### src/design/nearest_neighbor_scale_address_gen_unit_assert.svh
// Assertion macros used by the address generator controller
`ifndef NEAREST_NEIGHBOR_SCALE_ADDRESS_GEN_UNIT_ASSERT_SVH
`define NEAREST_NEIGHBOR_SCALE_ADDRESS_GEN_UNIT_ASSERT_SVH

// antecedent implies consequent in the same cycle
`define NNSAG_ASSERT_NOW(label, ante, cons, msg) \
  label: assert property (@(posedge clk) disable iff (!rst_n) (ante) |-> (cons)) \
    else $error(msg);

// antecedent implies consequent in the next cycle
`define NNSAG_ASSERT_NEXT(label, ante, cons, msg) \
  label: assert property (@(posedge clk) disable iff (!rst_n) (ante) |=> (cons)) \
    else $error(msg);

`endif

### src/design/nnsag_pkg.sv
// Shared constants and types of the nearest-neighbor scale address generator
package nnsag_pkg;

  localparam int DIM_BITS     = 12;
  localparam int ADDR_BITS    = 24;
  localparam int ERR_BITS     = DIM_BITS + 3;
  localparam int DIV_CNT_BITS = $clog2(DIM_BITS);
  localparam int CFG_IDX_BITS = 3;

  localparam logic [CFG_IDX_BITS-1:0] REG_SRC_BASE   = 3'd0;
  localparam logic [CFG_IDX_BITS-1:0] REG_DST_BASE   = 3'd1;
  localparam logic [CFG_IDX_BITS-1:0] REG_SRC_WIDTH  = 3'd2;
  localparam logic [CFG_IDX_BITS-1:0] REG_SRC_HEIGHT = 3'd3;
  localparam logic [CFG_IDX_BITS-1:0] REG_DST_WIDTH  = 3'd4;
  localparam logic [CFG_IDX_BITS-1:0] REG_DST_HEIGHT = 3'd5;
  localparam logic [CFG_IDX_BITS-1:0] REG_SRC_STRIDE = 3'd6;
  localparam logic [CFG_IDX_BITS-1:0] REG_DST_STRIDE = 3'd7;

  typedef logic [DIM_BITS-1:0]         dim_t;
  typedef logic [ADDR_BITS-1:0]        addr_t;
  typedef logic signed [ERR_BITS-1:0]  err_t;

  typedef struct packed {
    logic div_start;
    logic div_sel_y;
    logic cap_x;
    logic cap_y;
    logic setup;
    logic emit;
    logic stop;
  } cmd_t;

  typedef struct packed {
    logic sizes_zero;
    logic div_done;
    logic frame_active;
    logic out_busy;
  } status_t;

endpackage

### src/design/nnsag_div.sv
// Restoring divider, one quotient bit per cycle
module nnsag_div (
  input  logic             clk,
  input  logic             rst_n,
  input  logic             start,
  input  nnsag_pkg::dim_t  num,
  input  nnsag_pkg::dim_t  den,
  output logic             done,
  output nnsag_pkg::dim_t  quo,
  output nnsag_pkg::dim_t  rem
);

  logic                                busy_r, busy_nxt;
  logic                                done_r, done_nxt;
  logic [nnsag_pkg::DIV_CNT_BITS-1:0]  cnt_r, cnt_nxt;
  nnsag_pkg::dim_t                     quo_r, quo_nxt;
  nnsag_pkg::dim_t                     rem_r, rem_nxt;
  nnsag_pkg::dim_t                     den_r, den_nxt;
  logic [nnsag_pkg::DIM_BITS:0]        trial;

  always_comb begin
    busy_nxt = busy_r;
    done_nxt = 1'b0;
    cnt_nxt  = cnt_r;
    quo_nxt  = quo_r;
    rem_nxt  = rem_r;
    den_nxt  = den_r;
    trial    = {rem_r, quo_r[nnsag_pkg::DIM_BITS-1]};
    if (start) begin
      busy_nxt = 1'b1;
      cnt_nxt  = nnsag_pkg::DIV_CNT_BITS'(nnsag_pkg::DIM_BITS - 1);
      quo_nxt  = num;
      rem_nxt  = '0;
      den_nxt  = den;
    end else if (busy_r) begin
      if (trial >= {1'b0, den_r}) begin
        rem_nxt = nnsag_pkg::DIM_BITS'(trial - {1'b0, den_r});
        quo_nxt = {quo_r[nnsag_pkg::DIM_BITS-2:0], 1'b1};
      end else begin
        rem_nxt = trial[nnsag_pkg::DIM_BITS-1:0];
        quo_nxt = {quo_r[nnsag_pkg::DIM_BITS-2:0], 1'b0};
      end
      if (cnt_r == '0) begin
        busy_nxt = 1'b0;
        done_nxt = 1'b1;
      end else begin
        cnt_nxt = cnt_r - 1'b1;
      end
    end
  end

  always_ff @(posedge clk) begin
    if (!rst_n) begin
      busy_r <= 1'b0;
      done_r <= 1'b0;
    end else begin
      busy_r <= busy_nxt;
      done_r <= done_nxt;
    end
    cnt_r <= cnt_nxt;
    quo_r <= quo_nxt;
    rem_r <= rem_nxt;
    den_r <= den_nxt;
  end

  assign done = done_r;
  assign quo  = quo_r;
  assign rem  = rem_r;

endmodule

### src/design/nnsag_dp.sv
// Datapath: registers, set-up arithmetic, Bresenham stepper and output register
module nnsag_dp (
  input  logic                                 clk,
  input  logic                                 rst_n,
  input  logic                                 cfg_we,
  input  logic [nnsag_pkg::CFG_IDX_BITS-1:0]   cfg_index,
  input  nnsag_pkg::addr_t                     cfg_wdata,
  input  nnsag_pkg::cmd_t                      cmd,
  output nnsag_pkg::status_t                   sts,
  input  logic                                 out_stall,
  output logic                                 out_valid,
  output nnsag_pkg::addr_t                     out_src_address,
  output nnsag_pkg::addr_t                     out_dst_address,
  output logic                                 out_row_end,
  output logic                                 out_frame_end
);

  nnsag_pkg::addr_t src_base_r, dst_base_r;
  nnsag_pkg::dim_t  src_width_r, src_height_r, dst_width_r, dst_height_r;
  nnsag_pkg::dim_t  src_stride_r, dst_stride_r;

  logic             div_done;
  nnsag_pkg::dim_t  div_quo, div_rem, div_num, div_den;

  nnsag_pkg::dim_t                 x_skip_r, spy_r, lat_dst_width_r;
  nnsag_pkg::dim_t                 lat_src_stride_r, lat_dst_stride_r;
  logic [nnsag_pkg::DIM_BITS:0]    x_inc_r, y_inc_r, x_den_r, y_den_r;
  nnsag_pkg::addr_t                row_skip_r;
  nnsag_pkg::addr_t                src_row_r, src_addr_r, dst_row_r, dst_addr_r;
  nnsag_pkg::addr_t                src_row_nxt, src_addr_nxt, dst_row_nxt, dst_addr_nxt;
  nnsag_pkg::err_t                 x_err_r, y_err_r, x_err_nxt, y_err_nxt;
  nnsag_pkg::err_t                 x_sum, y_sum;
  logic                            x_step, y_step;
  nnsag_pkg::dim_t                 cols_r, rows_r, cols_nxt, rows_nxt;
  logic                            frame_active_r, frame_active_nxt;
  logic [2*nnsag_pkg::DIM_BITS-1:0] product;

  logic             out_valid_r;
  nnsag_pkg::addr_t out_src_r, out_dst_r;
  logic             out_row_end_r, out_frame_end_r;

  always_ff @(posedge clk) begin
    if (!rst_n) begin
      src_base_r   <= '0;
      dst_base_r   <= '0;
      src_width_r  <= '0;
      src_height_r <= '0;
      dst_width_r  <= '0;
      dst_height_r <= '0;
      src_stride_r <= '0;
      dst_stride_r <= '0;
    end else if (cfg_we) begin
      unique case (cfg_index)
        nnsag_pkg::REG_SRC_BASE:   src_base_r   <= cfg_wdata;
        nnsag_pkg::REG_DST_BASE:   dst_base_r   <= cfg_wdata;
        nnsag_pkg::REG_SRC_WIDTH:  src_width_r  <= cfg_wdata[nnsag_pkg::DIM_BITS-1:0];
        nnsag_pkg::REG_SRC_HEIGHT: src_height_r <= cfg_wdata[nnsag_pkg::DIM_BITS-1:0];
        nnsag_pkg::REG_DST_WIDTH:  dst_width_r  <= cfg_wdata[nnsag_pkg::DIM_BITS-1:0];
        nnsag_pkg::REG_DST_HEIGHT: dst_height_r <= cfg_wdata[nnsag_pkg::DIM_BITS-1:0];
        nnsag_pkg::REG_SRC_STRIDE: src_stride_r <= cfg_wdata[nnsag_pkg::DIM_BITS-1:0];
        nnsag_pkg::REG_DST_STRIDE: dst_stride_r <= cfg_wdata[nnsag_pkg::DIM_BITS-1:0];
        default: ;
      endcase
    end
  end

  assign div_num = cmd.div_sel_y ? src_height_r : src_width_r;
  assign div_den = cmd.div_sel_y ? dst_height_r : dst_width_r;

  nnsag_div u_div (
    .clk   (clk),
    .rst_n (rst_n),
    .start (cmd.div_start),
    .num   (div_num),
    .den   (div_den),
    .done  (div_done),
    .quo   (div_quo),
    .rem   (div_rem)
  );

  // whole-pixel and whole-row skips apply only when shrinking
  always_ff @(posedge clk) begin
    if (cmd.cap_x) begin
      if (dst_width_r < src_width_r) begin
        x_skip_r <= div_quo;
        x_inc_r  <= {div_rem, 1'b0};
      end else begin
        x_skip_r <= '0;
        x_inc_r  <= {src_width_r, 1'b0};
      end
    end
    if (cmd.cap_y) begin
      if (dst_height_r < src_height_r) begin
        spy_r   <= div_quo;
        y_inc_r <= {div_rem, 1'b0};
      end else begin
        spy_r   <= '0;
        y_inc_r <= {src_height_r, 1'b0};
      end
    end
    if (cmd.setup) begin
      row_skip_r       <= nnsag_pkg::ADDR_BITS'(product);
      x_den_r          <= {dst_width_r, 1'b0};
      y_den_r          <= {dst_height_r, 1'b0};
      lat_src_stride_r <= src_stride_r;
      lat_dst_stride_r <= dst_stride_r;
      lat_dst_width_r  <= dst_width_r;
    end
  end

  assign product = spy_r * src_stride_r;

  assign x_sum  = x_err_r + $signed({2'b00, x_inc_r});
  assign y_sum  = y_err_r + $signed({2'b00, y_inc_r});
  assign x_step = !x_sum[nnsag_pkg::ERR_BITS-1] && (x_sum != '0);
  assign y_step = !y_sum[nnsag_pkg::ERR_BITS-1] && (y_sum != '0);

  always_comb begin
    src_row_nxt      = src_row_r;
    src_addr_nxt     = src_addr_r;
    dst_row_nxt      = dst_row_r;
    dst_addr_nxt     = dst_addr_r;
    x_err_nxt        = x_err_r;
    y_err_nxt        = y_err_r;
    cols_nxt         = cols_r;
    rows_nxt         = rows_r;
    frame_active_nxt = frame_active_r;
    if (cmd.stop) begin
      frame_active_nxt = 1'b0;
      cols_nxt         = '0;
      rows_nxt         = '0;
    end else if (cmd.setup) begin
      src_row_nxt      = src_base_r;
      src_addr_nxt     = src_base_r;
      dst_row_nxt      = dst_base_r;
      dst_addr_nxt     = dst_base_r;
      x_err_nxt        = -$signed({2'b00, dst_width_r, 1'b0});
      y_err_nxt        = -$signed({2'b00, dst_height_r, 1'b0});
      cols_nxt         = dst_width_r;
      rows_nxt         = dst_height_r;
      frame_active_nxt = 1'b1;
    end else if (cmd.emit) begin
      if (cols_r > nnsag_pkg::DIM_BITS'(1)) begin
        cols_nxt     = cols_r - 1'b1;
        src_addr_nxt = src_addr_r + nnsag_pkg::ADDR_BITS'(x_skip_r)
                       + nnsag_pkg::ADDR_BITS'(x_step);
        x_err_nxt    = x_step ? (x_sum - $signed({2'b00, x_den_r})) : x_sum;
        dst_addr_nxt = dst_addr_r + 1'b1;
      end else begin
        rows_nxt = rows_r - 1'b1;
        if (rows_r == nnsag_pkg::DIM_BITS'(1)) begin
          frame_active_nxt = 1'b0;
          cols_nxt         = '0;
        end else begin
          dst_row_nxt  = dst_row_r + nnsag_pkg::ADDR_BITS'(lat_dst_stride_r);
          dst_addr_nxt = dst_row_nxt;
          src_row_nxt  = src_row_r + row_skip_r
                         + (y_step ? nnsag_pkg::ADDR_BITS'(lat_src_stride_r) : '0);
          src_addr_nxt = src_row_nxt;
          y_err_nxt    = y_step ? (y_sum - $signed({2'b00, y_den_r})) : y_sum;
          x_err_nxt    = -$signed({2'b00, x_den_r});
          cols_nxt     = lat_dst_width_r;
        end
      end
    end
  end

  always_ff @(posedge clk) begin
    if (!rst_n) begin
      frame_active_r <= 1'b0;
      cols_r         <= '0;
      rows_r         <= '0;
      out_valid_r    <= 1'b0;
    end else begin
      frame_active_r <= frame_active_nxt;
      cols_r         <= cols_nxt;
      rows_r         <= rows_nxt;
      if (cmd.emit) begin
        out_valid_r <= 1'b1;
      end else if (!out_stall) begin
        out_valid_r <= 1'b0;
      end
    end
    src_row_r  <= src_row_nxt;
    src_addr_r <= src_addr_nxt;
    dst_row_r  <= dst_row_nxt;
    dst_addr_r <= dst_addr_nxt;
    x_err_r    <= x_err_nxt;
    y_err_r    <= y_err_nxt;
    if (cmd.emit) begin
      out_src_r       <= src_addr_r;
      out_dst_r       <= dst_addr_r;
      out_row_end_r   <= (cols_r == nnsag_pkg::DIM_BITS'(1));
      out_frame_end_r <= (cols_r == nnsag_pkg::DIM_BITS'(1))
                         && (rows_r == nnsag_pkg::DIM_BITS'(1));
    end
  end

  assign sts.sizes_zero   = (src_width_r == '0) || (dst_width_r == '0)
                            || (src_height_r == '0) || (dst_height_r == '0);
  assign sts.div_done     = div_done;
  assign sts.frame_active = frame_active_r;
  assign sts.out_busy     = out_valid_r && out_stall;

  assign out_valid       = out_valid_r;
  assign out_src_address = out_src_r;
  assign out_dst_address = out_dst_r;
  assign out_row_end     = out_row_end_r;
  assign out_frame_end   = out_frame_end_r;

endmodule

### src/design/nnsag_ctrl.sv
// Controller: request acceptance and restart set-up sequencing
`include "nearest_neighbor_scale_address_gen_unit_assert.svh"

module nnsag_ctrl (
  input  logic                clk,
  input  logic                rst_n,
  input  logic                in_valid,
  input  logic                in_restart,
  output logic                in_stall,
  input  nnsag_pkg::status_t  sts,
  output nnsag_pkg::cmd_t     cmd
);

  localparam logic [2:0] S_IDLE  = 3'd0;
  localparam logic [2:0] S_DIVX  = 3'd1;
  localparam logic [2:0] S_DIVY  = 3'd2;
  localparam logic [2:0] S_SETUP = 3'd3;
  localparam logic [2:0] S_EMIT  = 3'd4;

  logic [2:0] state_r, state_nxt;
  logic       accept;

  assign in_stall = (state_r != S_IDLE) || sts.out_busy;
  assign accept   = in_valid && !in_stall;

  always_comb begin
    state_nxt = state_r;
    cmd       = '0;
    unique case (state_r)
      S_IDLE: begin
        if (accept) begin
          if (in_restart) begin
            if (sts.sizes_zero) begin
              cmd.stop = 1'b1;
            end else begin
              cmd.div_start = 1'b1;
              state_nxt     = S_DIVX;
            end
          end else if (sts.frame_active) begin
            cmd.emit = 1'b1;
          end
        end
      end
      S_DIVX: begin
        if (sts.div_done) begin
          cmd.cap_x     = 1'b1;
          cmd.div_start = 1'b1;
          cmd.div_sel_y = 1'b1;
          state_nxt     = S_DIVY;
        end
      end
      S_DIVY: begin
        if (sts.div_done) begin
          cmd.cap_y = 1'b1;
          state_nxt = S_SETUP;
        end
      end
      S_SETUP: begin
        cmd.setup = 1'b1;
        state_nxt = S_EMIT;
      end
      S_EMIT: begin
        if (!sts.out_busy) begin
          cmd.emit  = 1'b1;
          state_nxt = S_IDLE;
        end
      end
      default: state_nxt = S_IDLE;
    endcase
  end

  always_ff @(posedge clk) begin
    if (!rst_n) begin
      state_r <= S_IDLE;
    end else begin
      state_r <= state_nxt;
    end
  end

  `NNSAG_ASSERT_NOW(a_emit_slot_free, cmd.emit, !sts.out_busy, "emit into a held output")
  `NNSAG_ASSERT_NEXT(a_divx_to_divy, (state_r == S_DIVX) && sts.div_done,
                     state_r == S_DIVY, "x division not followed by y division")
  `NNSAG_ASSERT_NEXT(a_first_pair_out, (state_r == S_EMIT) && !sts.out_busy,
                     state_r == S_IDLE, "first pair of frame lost")

endmodule

### src/design/nearest_neighbor_scale_address_gen_unit.sv
// Top level of the nearest-neighbor scale address generator
// Tick: a tick request accepted during a frame gives its pair in the output register the next cycle.
// Throughput: ticks run at one pair per cycle while out_stall does not hold the output register.
// Restart: the shared one-bit-per-cycle divider runs for x then y, before set-up.
// Reset: synchronous active-low rst_n clears the config registers, ends any frame, empties output.
module nearest_neighbor_scale_address_gen_unit (
  input  logic                                clk,
  input  logic                                rst_n,
  input  logic                                cfg_we,
  input  logic [nnsag_pkg::CFG_IDX_BITS-1:0]  cfg_index,
  input  nnsag_pkg::addr_t                    cfg_wdata,
  input  logic                                in_valid,
  output logic                                in_stall,
  input  logic                                in_restart,
  output logic                                out_valid,
  input  logic                                out_stall,
  output nnsag_pkg::addr_t                    out_src_address,
  output nnsag_pkg::addr_t                    out_dst_address,
  output logic                                out_row_end,
  output logic                                out_frame_end
);

  nnsag_pkg::cmd_t    cmd;
  nnsag_pkg::status_t sts;

  nnsag_ctrl u_ctrl (
    .clk        (clk),
    .rst_n      (rst_n),
    .in_valid   (in_valid),
    .in_restart (in_restart),
    .in_stall   (in_stall),
    .sts        (sts),
    .cmd        (cmd)
  );

  nnsag_dp u_dp (
    .clk             (clk),
    .rst_n           (rst_n),
    .cfg_we          (cfg_we),
    .cfg_index       (cfg_index),
    .cfg_wdata       (cfg_wdata),
    .cmd             (cmd),
    .sts             (sts),
    .out_stall       (out_stall),
    .out_valid       (out_valid),
    .out_src_address (out_src_address),
    .out_dst_address (out_dst_address),
    .out_row_end     (out_row_end),
    .out_frame_end   (out_frame_end)
  );

endmodule
### config.mk
export PLATFORM = sky130hd
export DESIGN_NAME = nearest_neighbor_scale_address_gen_unit
export DESIGN_NICKNAME = d
export VERILOG_FILES = /design/src/design/nnsag_pkg.sv /design/src/design/nnsag_div.sv /design/src/design/nnsag_dp.sv /design/src/design/nnsag_ctrl.sv /design/src/design/nearest_neighbor_scale_address_gen_unit.sv
export VERILOG_INCLUDE_DIRS = /design/src /design/src/design
export SDC_FILE = /design/constraint.sdc
export NUM_CORES = 1
export LEC_CHECK = 0
export BUFFER_PORTS_ARGS = -buffer_cell sky130_fd_sc_hd__buf_2
export CAP_MARGIN = 10
export CORE_MARGIN = 2
export CORE_UTILIZATION = 40
export CTS_BUF_LIST = sky130_fd_sc_hd__clkbuf_8
export DETAILED_ROUTE_END_ITERATION = 6
export GPL_TIMING_DRIVEN = 0
export SLEW_MARGIN = 0
export SYNTH_ARGS = -nofsm -noshare
export SYNTH_HDL_FRONTEND = slang
export SYNTH_SLANG_ARGS = --single-unit
### constraint.sdc
create_clock -name clk -period 6.1 [get_ports clk]
set_input_delay 1.83 -clock clk [delete_from_list [all_inputs] [get_ports clk]]
set_output_delay 1.83 -clock clk [all_outputs]
set_load 0.005 [all_outputs]
==> metrics.cfg <==
[run_status]
outcome=complete, no violations

[finish]
finalNonFillerCells=4494
area_growth_pct=12.22
fillers=7518
regArea_um2=12890
fin_nets=3741
post-route-util_pct=45.28
multiInputGateArea_um2=17060
drive_gt1_share_pct=10.03

[placement]
dp.cells=4322
dp_hpwl_um=71810
gp_congestion=0.9153
portBuffers=69

[floorplan]
rows=102
start_util_pct=40.35
io_pins=85
coreArea_um2=77340
dieArea_um2=80260
die-width_um=283.3
fp.dieH_um=283.3

[logic_synthesis]
synth_seq_area_share_pct=41.31
ys_ff_latch=485
synth.top_cell.area_share_pct=30.60
synth_area_per_cell_um2=9.737
synth_area_leader_cell=edfxtp_1
synth_top_flop_cell=edfxtp_1
synth.distinct_cells=81
synth.cells.most_frequent=nand2_1, edfxtp_1, inv_1
synth_edf_count=318
netlist_area_um2=31210
yosysMostFrequentCell=nand2_1
syn-num-nets=3568
yosys-top-cells-area=edfxtp_1, dfxtp_1, ha_1, fa_1, nand2_1
netlist_instances=3205
synth_warnings=0
async_flop_share_pct=0

[timing]
period_needed_ns=5.869
setup_tns_ns=0
drv_slew=0
hold_viol_final=0
fin_skew_ns=0.05610
fin_hold_ws_ns=0.4012
slew-limit-headroom_pct=14.31
fmax_ghz=0.1704
fin_crit_sh_pct=96.21
setup_viol=0
worstMarginPinSlew_ns=1.278

[global_routing]
grt_pass1_wl_um=142400
use_met3_pct=4.203
grt_antenna_before_repair=9
grt_pass1_vias=23463
grt_usage_pct=23.29
met2_usage_pct=36.61
grt_overflow=0
busiest_layer=met2
gr-usage-met1_pct=32.36
grt_start_max_net_pins=60

[power_and_ir_drop]
p_per_area_nw_per_um2=214.5
p_leak_uw=0.01391
vdd_ir_drop_max_mv=0.1434

[setup_path]
cp-endpoint=u_dp.src_addr_r[20]
worstSetupPathType=reg2reg
crit_start=u_dp.x_inc_r[1]
reg2reg_slack_ns=0.23
critPathArrivalTime_ns=6.30
start_kind=flop
r2r_start=u_dp.x_inc_r[1]
regToRegEndpoint=u_dp.src_addr_r[20]
crit_fanout=4
reg2regPathDepth=20
endpoint_kind=flop
crit_required_ns=6.53

[cts]
clkTransAtPathRegs_ns=0.06
cts_tree=built
htreeDepth=3
clock-sinks=485
numCtsBuffers=85
clockBufferDepth=3
ctsRootBufferMaster=clkbuf_8
clkLatencyLatePin_ns=0.74

[drt]
first_pass_iters=5
wl_per_cell_um=21.16
routed_wl_um=95100
viasPerCell=5.444
ant_nets=0
vias=24467
dr.first_iter.drc_count=1900
drc=0

[flow_run]
maxCapViolations=0

[min_path]
hp-class=reg2reg

stage by stage:
| stage | setup WS, ns | total power, uW | instance area [um^2] |
|---|---|---|---|
| after floorplan | 0.05008 | 4222 | 31210 |
| after global placement | -2.044 | 4469 | 32850 |
| after detailed placement | -0.9531 | 4473 | 33000 |
| after CTS | 0.001649 | 7546 | 34850 |
| after global routing | -0.03538 | 7766 | 35020 |
| final | 0.2310 | 7514 | 35020 |
state kept, by name, indices dropped and copies added, names as in the netlist, 14 cells and up:
| signal | flops |
|---|---|
| u_dp.dst_addr_r | 24 |
| u_dp.dst_base_r | 24 |
| u_dp.dst_row_r | 24 |
| u_dp.out_dst_address | 24 |
| u_dp.out_src_address | 24 |
| u_dp.row_skip_r | 24 |
| u_dp.src_addr_r | 24 |
| u_dp.src_base_r | 24 |
| u_dp.src_row_r | 24 |
| u_dp.x_err_r | 14 |
| u_dp.y_err_r | 14 |
worst max-delay path, cell delays in order, from the launching register on:
cell      delay, ns
edfxtp_1       0.39
ha_1           0.24
fa_2           0.39
xor2_1         0.22
or3_1          0.35
a221oi_2       0.23
o221ai_2       0.16
or4_4          0.45
nor4_4         0.27
or2b_4         0.21
inv_2          0.10
fa_1           0.43
fa_2           0.40
a211oi_2       0.25
o211ai_1       0.16
a311o_1        0.38
a21o_1         0.23
a21oi_4        0.23
and4b_1        0.23
xnor2_1        0.14
o221ai_1       0.14
cells by family after synthesis:
group                    Yosys count  synth area share [%]
flip-flops                       485                 41.31
multiplexers                      73                 2.498
XOR/XNOR                         186                 5.220
AND/OR/NAND/NOR                 1075                 15.86
AO/OA/AOI/OAI                    686                 14.38
adder cells (fa/ha/maj)          330                 16.14
buffers and inverters            370                 4.583
final cells by class:
type / count / share of cell area (%)
repair buffers: 86 / 1.508
clock inverters: 66 / 1.261
multi-input cells: 2350 / 48.72
flip-flops and latches: 485 / 36.82
well taps: 1040 / 3.716
plain buffers: 142 / 1.819
diodes: 3 / 0.02144
clock buffers: 94 / 3.694
inverters: 228 / 2.444
power by group:
group | leakage, uW | internal (uW) | total, uW | switching [uW]
logic | 0.00864 | 325 | 783 | 458
registers | 0.00427 | 3540 | 3630 | 90.9
clock network | 0.000999 | 1590 | 3100 | 1510
total | 0.0139 | 5450 | 7510 | 2060
layer usage:
layer / share of wire (%) / vias to the layer above
met1: 45 / 11794
met3: 7.4 / 186
li1: - / 11577
met5: 0.086 / -
met2: 44 / 896
met4: 3.2 / 14
worst min-delay path by stage:
| stage | endpoint | slack [ns] | cells past startpoint | from |
|---|---|---|---|---|
| 3_3_place_gp | u_dp.lat_dst_stride_r[9] | 0.41 | 0 | u_dp.dst_stride_r[9] |
| 3_5_place_dp | u_dp.lat_dst_stride_r[9] | 0.42 | 0 | u_dp.dst_stride_r[9] |
| 5_1_grt | u_dp.lat_dst_stride_r[9] | 0.43 | 0 | u_dp.dst_stride_r[9] |
| 2_1_floorplan | u_dp.lat_dst_stride_r[0] | 0.41 | 0 | u_dp.dst_stride_r[0] |
| 6_report | u_dp.lat_dst_stride_r[9] | 0.40 | 0 | u_dp.dst_stride_r[9] |
| 4_1_cts | u_dp.lat_dst_stride_r[9] | 0.39 | 0 | u_dp.dst_stride_r[9] |
cell usage in the layout, fill, tap and decap left out, drive strengths merged, types with 107 or more instances in the layout:
cell / synthesis / final
a21boi: 126 / 126
a21oi: 161 / 161
and2: 107 / 107
buf: 19 / 107
clkbuf: 123 / 215
dfxtp: 167 / 167
edfxtp: 318 / 318
fa: 121 / 121
ha: 209 / 209
inv: 228 / 263
nand2: 512 / 512
nor2: 182 / 182
o21ai: 152 / 152
timing repair:
action	in CTS	in global routing
buffers inserted	4	5
endpoints found under the setup margin	34	23
gates resized for setup	18	79
hold buffers	0	0
pin swaps	4	13
cloned	0	0
No activity file was read; power rests on OpenSTA's default activity.
